===== src/hdl/reorderable_queue_with_jump_ahead_unit_macros.svh =====
// Assertion macros used by the queue controller module.
`ifndef REORDERABLE_QUEUE_WITH_JUMP_AHEAD_UNIT_MACROS_SVH
`define REORDERABLE_QUEUE_WITH_JUMP_AHEAD_UNIT_MACROS_SVH
// Implication checked on every clock edge outside reset.
`define RQ_ASSERT_IMP(label, clk, rst, ante, cons, msg) \
  label: assert property (@(posedge clk) disable iff (rst) (ante) |-> (cons)) else $error(msg);
// Implication whose consequent is checked in the cycle after the antecedent.
`define RQ_ASSERT_NEXT(label, clk, rst, ante, cons, msg) \
  label: assert property (@(posedge clk) disable iff (rst) (ante) |=> (cons)) else $error(msg);
`endif


===== src/hdl/rqja_pkg.sv =====
// Package with the constants, codes and control types of the reorderable queue.
package rqja_pkg;
  localparam int Capacity = 16;
  localparam int ValueBits = 32;
  localparam int HandleBits = $clog2(Capacity);
  localparam int CountBits = $clog2(Capacity + 1);

  localparam logic [1:0] ActPush = 2'd0;
  localparam logic [1:0] ActPop = 2'd1;
  localparam logic [1:0] ActQuery = 2'd2;
  localparam logic [1:0] ActJump = 2'd3;

  localparam logic [1:0] StOk = 2'd0;
  localparam logic [1:0] StEmpty = 2'd1;
  localparam logic [1:0] StFull = 2'd2;
  localparam logic [1:0] StDead = 2'd3;

  typedef struct packed {
    logic load;
    logic exec;
  } ctrl_cmd_t;
endpackage


===== src/hdl/reorderable_queue_with_jump_ahead_unit.sv =====
// Top level of the reorderable queue with jump-ahead.
// Each item is latched and its handle matched over all order cells in the load step,
// then the execute step applies the shift of the order cells and writes the result
// register. A new item is taken once the previous one has executed; the result waits
// in its output register while the next item is latched.
module reorderable_queue_with_jump_ahead_unit (
  input  logic clk,
  input  logic rst,
  input  logic s_tvalid,
  output logic s_tready,
  input  logic [55:0] s_tdata, // action[1:0], value[33:2], handle[37:34], distance[53:38]
  output logic m_tvalid,
  input  logic m_tready,
  output logic [47:0] m_tdata  // popped_value[31:0], new_handle[35:32], place[39:36],
                               // occupancy[44:40], status[46:45]
);
  rqja_pkg::ctrl_cmd_t cmd;
  logic signed [31:0] popped_value;
  logic [3:0] new_handle;
  logic [3:0] place;
  logic [4:0] occupancy;
  logic [1:0] status;

  rqja_ctrl u_ctrl (
    .clk(clk), .rst(rst), .in_valid(s_tvalid), .in_ready(s_tready),
    .out_valid(m_tvalid), .out_ready(m_tready), .cmd(cmd)
  );

  rqja_datapath u_dp (
    .clk(clk), .rst(rst), .cmd(cmd),
    .action(s_tdata[1:0]), .value(s_tdata[33:2]), .handle(s_tdata[37:34]),
    .distance(s_tdata[53:38]),
    .popped_value(popped_value), .new_handle(new_handle), .place(place),
    .occupancy(occupancy), .status(status)
  );

  assign m_tdata = {1'b0, status, occupancy, place, new_handle, popped_value};
endmodule


===== src/hdl/rqja_ctrl.sv =====
// Controller state machine: takes an item, runs the two datapath steps, offers the result.
module rqja_ctrl (
  input  logic clk,
  input  logic rst,
  input  logic in_valid,
  output logic in_ready,
  output logic out_valid,
  input  logic out_ready,
  output rqja_pkg::ctrl_cmd_t cmd
);
  `include "reorderable_queue_with_jump_ahead_unit_macros.svh"
  typedef enum logic [1:0] {
    S_IDLE = 2'b01,
    S_EXEC = 2'b10
  } state_t;
  state_t state, state_next;
  logic   out_valid_next;

  always_comb begin
    state_next = state;
    out_valid_next = out_valid;
    cmd = '0;
    in_ready = 1'b0;
    if (out_valid && out_ready) begin
      out_valid_next = 1'b0;
    end
    case (state)
      S_IDLE: begin
        in_ready = 1'b1;
        if (in_valid) begin
          cmd.load = 1'b1;
          state_next = S_EXEC;
        end
      end
      S_EXEC: begin
        if (!out_valid || out_ready) begin
          cmd.exec = 1'b1;
          out_valid_next = 1'b1;
          state_next = S_IDLE;
        end
      end
      default: begin
        state_next = S_IDLE;
      end
    endcase
  end

  always_ff @(posedge clk) begin
    if (rst) begin
      state <= S_IDLE;
      out_valid <= 1'b0;
    end else begin
      state <= state_next;
      out_valid <= out_valid_next;
    end
  end

  `RQ_ASSERT_NEXT(a_load_exec, clk, rst, cmd.load, state == S_EXEC, "load must lead to execute")
  `RQ_ASSERT_NEXT(a_exec_valid, clk, rst, cmd.exec, out_valid, "execute must present a result")
  `RQ_ASSERT_IMP(a_exec_free, clk, rst, cmd.exec, !out_valid || out_ready, "result overwritten")
endmodule


===== src/hdl/rqja_datapath.sv =====
// Datapath: order cells, handle live bits, value store, count and result register.
module rqja_datapath (
  input  logic clk,
  input  logic rst,
  input  rqja_pkg::ctrl_cmd_t cmd,
  input  logic [1:0] action,
  input  logic signed [31:0] value,
  input  logic [3:0] handle,
  input  logic [15:0] distance,
  output logic signed [31:0] popped_value,
  output logic [3:0] new_handle,
  output logic [3:0] place,
  output logic [4:0] occupancy,
  output logic [1:0] status
);
  localparam int N = rqja_pkg::Capacity;
  localparam int HB = rqja_pkg::HandleBits;
  localparam int CB = rqja_pkg::CountBits;
  localparam int VB = rqja_pkg::ValueBits;

  logic [HB-1:0] order [N];
  logic [VB-1:0] vals [N];
  logic [N-1:0]  live;
  logic [CB-1:0] count;
  logic [1:0]    act_r;
  logic [31:0]   val_r;
  logic [3:0]    hnd_r;
  logic [15:0]   dist_r;
  logic [HB-1:0] pos_r;
  logic [HB-1:0] free_h;
  logic          free_ok;
  logic [HB-1:0] pos_c;
  logic          hnd_ok;
  logic [HB-1:0] dest;

  // Stage one handle match across the cells, and the free handle search used by the execute step.
  always_comb begin
    pos_c = '0;
    for (int k = N - 1; k >= 0; k--) begin
      if (k < count && {{(32-HB){1'b0}}, order[k]} == {28'd0, handle}) begin
        pos_c = HB'(k);
      end
    end
    free_ok = 1'b0;
    free_h = '0;
    for (int h = N - 1; h >= 0; h--) begin
      if (!live[h]) begin
        free_ok = 1'b1;
        free_h = HB'(h);
      end
    end
  end

  assign hnd_ok = (32'(hnd_r) < 32'(N)) && live[HB'(hnd_r)];
  assign dest = ({16'd0, dist_r} >= 32'(pos_r)) ? '0 : HB'(32'(pos_r) - 32'(dist_r));

  always_ff @(posedge clk) begin
    if (cmd.load) begin
      act_r <= action;
      val_r <= value;
      hnd_r <= handle;
      dist_r <= distance;
      pos_r <= pos_c;
    end
  end

  always_ff @(posedge clk) begin
    if (rst) begin
      live <= '0;
      count <= '0;
      status <= rqja_pkg::StOk;
      popped_value <= '0;
      new_handle <= '0;
      place <= '0;
    end else if (cmd.exec) begin
      popped_value <= '0;
      new_handle <= '0;
      place <= '0;
      status <= rqja_pkg::StOk;
      case (act_r)
        rqja_pkg::ActPush: begin
          if (count >= CB'(N) || !free_ok) begin
            status <= rqja_pkg::StFull;
          end else begin
            live[free_h] <= 1'b1;
            vals[free_h] <= VB'(val_r);
            order[count[HB-1:0]] <= free_h;
            new_handle <= 4'(free_h);
            place <= 4'(count);
            count <= count + 1'b1;
          end
        end
        rqja_pkg::ActPop: begin
          if (count == '0) begin
            status <= rqja_pkg::StEmpty;
          end else begin
            popped_value <= 32'(signed'(vals[order[0]]));
            live[order[0]] <= 1'b0;
            for (int k = 1; k < N; k++) begin
              if (k < count) begin
                order[k-1] <= order[k];
              end
            end
            count <= count - 1'b1;
          end
        end
        rqja_pkg::ActQuery, rqja_pkg::ActJump: begin
          if (!hnd_ok) begin
            status <= rqja_pkg::StDead;
          end else if (act_r == rqja_pkg::ActJump) begin
            for (int k = 1; k < N; k++) begin
              if (HB'(k) > dest && HB'(k) <= pos_r) begin
                order[k] <= order[k-1];
              end
            end
            order[dest] <= HB'(hnd_r);
            place <= 4'(dest);
          end else begin
            place <= 4'(pos_r);
          end
        end
        default: begin
          status <= rqja_pkg::StOk;
        end
      endcase
    end
  end

  assign occupancy = 5'(count);
endmodule

===== config.mk =====
export PLATFORM = sky130hd
export DESIGN_NAME = reorderable_queue_with_jump_ahead_unit
export DESIGN_NICKNAME = d
export VERILOG_FILES = /design/src/hdl/rqja_pkg.sv /design/src/hdl/reorderable_queue_with_jump_ahead_unit.sv /design/src/hdl/rqja_ctrl.sv /design/src/hdl/rqja_datapath.sv
export VERILOG_INCLUDE_DIRS = /design/src /design/src/hdl
export SDC_FILE = /design/constraint.sdc
export NUM_CORES = 1
export LEC_CHECK = 0
export BUFFER_PORTS_ARGS = -buffer_cell sky130_fd_sc_hd__buf_2
export CAP_MARGIN = 10
export CELL_PAD_IN_SITES_DETAIL_PLACEMENT = 0
export CELL_PAD_IN_SITES_GLOBAL_PLACEMENT = 1
export CORE_MARGIN = 5
export CORE_UTILIZATION = 30
export DETAILED_ROUTE_END_ITERATION = 7
export PLACE_DENSITY_LB_ADDON = 0.1
export RECOVER_POWER = 50
export SLEW_MARGIN = 40
export SYNTH_ARGS = -nofsm -noshare
export SYNTH_HDL_FRONTEND = slang
export SYNTH_SLANG_ARGS = --single-unit

===== constraint.sdc =====
create_clock -name clk -period 9.87 [get_ports clk]
set_clock_uncertainty 0.05 [all_clocks]
set_input_delay 1.974 -clock clk [delete_from_list [all_inputs] [get_ports clk]]
set_output_delay 1.974 -clock clk [all_outputs]
set_load 0.005 [all_outputs]

==> results.json <==
{
  "synth_top_area_share_pct": 64.3,
  "setup_ws_ns": 2.89,
  "violations": "capacitance limit, slew limit",
  "grt_pass1_vias": 17900,
  "drt-wirelength-per-cell_um": 27.0,
  "setup_viol": 0,
  "worstSetupPathType": "in2reg",
  "ctsResizeCount": 0,
  "wl_um": 87700,
  "synth_area_leader_cell": "edfxtp_1",
  "synth_compound_area_share_pct": 7.18,
  "synth_top_family_by_area": "multiplexers",
  "portBuffers": 106,
  "track_usage_pct": 16.6,
  "yosysWarnings": 0,
  "arrival_ns": 7.18,
  "ir_drop_v": 0.000141,
  "area_growth_pct": 16.7,
  "ys_seq_area_share_pct": 68.8,
  "synth_xor_xnor_area_share_pct": 2.01,
  "synth-simple-area-share_pct": 5.95,
  "synthAdderAreaFrac_pct": 0.490,
  "netlist_top_cells_area": "edfxtp_1 (64%), mux4_2 (12%), dfxtp_1 (4.5%), nor2_1 (1.4%), xnor2_1 (1.2%)",
  "fin_area_um2": 34500,
  "status": "finished with violations",
  "period_needed_ns": 6.98,
  "fmax_mhz": 143,
  "hp-class": "reg2reg",
  "place_congestion": 0.785,
  "n_fill_cell": 9370,
  "root_buffer": "clkbuf_16",
  "yosysUniqueCellTypes": 84,
  "core_area_um2": 98100,
  "cp-start-kind": "primary input",
  "final_antenna_net_count": 0,
  "vias": 16800,
  "rsz0062_at_grt": "no",
  "antenna_found_initial": 3,
  "syn_nets": 1813,
  "end_kind": "flop",
  "cts_tree": "yes",
  "layout.nets": 1960,
  "pre_cts_slack_ns": 4.52,
  "worstMarginPinSlew_ns": 2.97,
  "via_per_inst": 5.18,
  "drive_gt1_share_pct": 23.4,
  "die_x_um": 324,
  "dp_hpwl_um": 50600,
  "crit_fanout": 40,
  "drtIter0Drc": 1162,
  "total_power_w": 0.00639,
  "report.final.slew_viol_count": 210,
  "cts.reportedPaths.clkPinSlew_ns": 0.05,
  "initial_core_util_pct": 30.2,
  "gr-total-overflow": 0,
  "row_count": 115,
  "maxCapViolations": 8,
  "grt_pass1_wl_um": 127000,
  "drt_pre_antenna_iters": 5,
  "syn_area_per_cell_um2": 17.0,
  "syn_inst": 1742,
  "grt_max_degree": 71,
  "post_cts_buffers": 0,
  "clock_sinks": 700,
  "synth_ff_type": "edfxtp_1",
  "insertion_delay_ns": 0.65,
  "dieArea_um2": 105000,
  "final-hold-violation-count": 0,
  "slew_headroom_pct": -97.9,
  "htree_levels": 3,
  "synth_edf_count": 634,
  "cts.path.max_buffers": 3,
  "cp.required_ns": 10.07,
  "tns_ns": 0,
  "place_area_um2": 32000,
  "p_per_area_nw_per_um2": 185,
  "synthMuxAreaShare_pct": 13.8,
  "drc": 0,
  "cts_buffers": 83,
  "synthArstFlopShare_pct": 0,
  "cts-hold-fix-buffers": 0,
  "post-route-period-util_pct": 70.7,
  "insertedDiodeCount": 0,
  "p_leak_nw": 11.0,
  "die_y_um": 324,
  "ios": 110,
  "synth_area_um2": 29600,
  "synth_seq_cells": 700
}
[per-stage QoR]
stage,hold slack (ns),cells,util [%]
finish,0.403,3242,35.2
global route,0.434,3242,35.2
CTS,0.405,3241,35.3
detailed placement,0.398,3090,32.6
global placement,0.392,3086,32.4
floorplan,0.398,1742,-
[worst max-delay path, stage by stage]
cell and delay [ns]:
buf_2 0.10, clkbuf_1 0.76, clkinv_1 0.21, clkbuf_1 2.11, and3_1 0.72, nand3_1 0.42, nor2_4 0.17, buf_4 0.61
[state kept, by name, summed over array words and instances (netlist names), 5 cells and up]
register / flops
u_dp.popped_value: 32
u_dp.dist_r: 16
u_dp.live: 16
u_dp.occupancy: 5
u_dp.val_r: 32
u_dp.order: 64
u_dp.vals: 512
[cells in the mapped netlist (all sizes together), types with 5 or more instances]
master	number
ha	10
nand2	68
a31oi	24
nand2b	11
a2111oi	5
and4	8
a32oi	7
a211oi	8
mux2i	20
xnor2	39
o22ai	7
nand4	18
a31o	9
xor2	29
nor3	31
o21ai	53
buf	30
o21a	10
nor2	112
or2	6
nor4	10
or3	5
a32o	32
clkbuf	59
a221oi	5
and2	10
o211ai	11
mux2	21
and3	9
nand3	46
edfxtp	634
a22o	5
nor2b	10
a21oi	47
dfxtp	66
mux4	162
inv	37
o31ai	15
[kinds of logic after synthesis]
| kind of cell | Yosys count |
|---|---|
| buffers and inverters | 126 |
| DFF | 700 |
| adders and majority gates | 11 |
| other | 1 |
| and+or+nand+nor | 354 |
| muxes | 203 |
| AOI/OAI and AO/OA | 279 |
| xor gates and xnor gates | 68 |
[placed cells by master, fill, tap and decap left out, drive strengths merged, types with 20 or more instances in the layout]
cell type    n
edfxtp     634
clkbuf     174
mux4       162
nor2       112
buf         99
nand2       68
dfxtp       66
o21ai       53
a21oi       47
nand3       46
xnor2       39
inv         39
a32o        32
nor3        31
xor2        29
a31oi       24
mux2        21
clkinv      21
mux2i       20
[area by class of cell]
class / instances / area, um2 / area share, %
tap: 1287 / 1610 / 4.66
sequential: 700 / 20400 / 58.9
clock buffer: 122 / 2360 / 6.83
multi-input combinational: 916 / 8910 / 25.8
clock inverter: 29 / 272 / 0.786
inverter: 37 / 139 / 0.402
timing repair buffer: 151 / 887 / 2.57
[per-layer routing]
layer	global-route usage [%]	share of wire [%]
met2	28.7	50
met4	5.49	3.0
met5	0	0
met1	21.7	43
met3	2.50	4.0
[report_power, final]
part | internal [W] | leakage [nW] | total [W] | switching (W)
sequential | 0.00325 | 6.33 | 0.00330 | 0.0000429
clock | 0.00176 | 1.27 | 0.00297 | 0.00120
combinational | 0.0000365 | 3.45 | 0.000123 | 0.0000867
total | 0.00505 | 11.0 | 0.00639 | 0.00133
[worst paths after layout]
| kind | from | to | slack [ns] | cells after the start |
|---|---|---|---|---|
| worst max-delay path | rst | u_dp.vals[11][30]$_DFFE_PP_ | 2.89 | 8 |
| worst min-delay path | u_dp.new_handle[3]$_SDFFE_PP0P_ | u_dp.new_handle[3]$_SDFFE_PP0P_ | 0.40 | 2 |
| worst max register to register | u_ctrl.state[0]$_SDFFE_PP1P_ | u_dp.val_r[1]$_DFFE_PP_ | 4.65 | 3 |
| worst min register to register | u_dp.new_handle[3]$_SDFFE_PP0P_ | u_dp.new_handle[3]$_SDFFE_PP0P_ | 0.40 | 2 |
(Power assumes the default switching activity.)
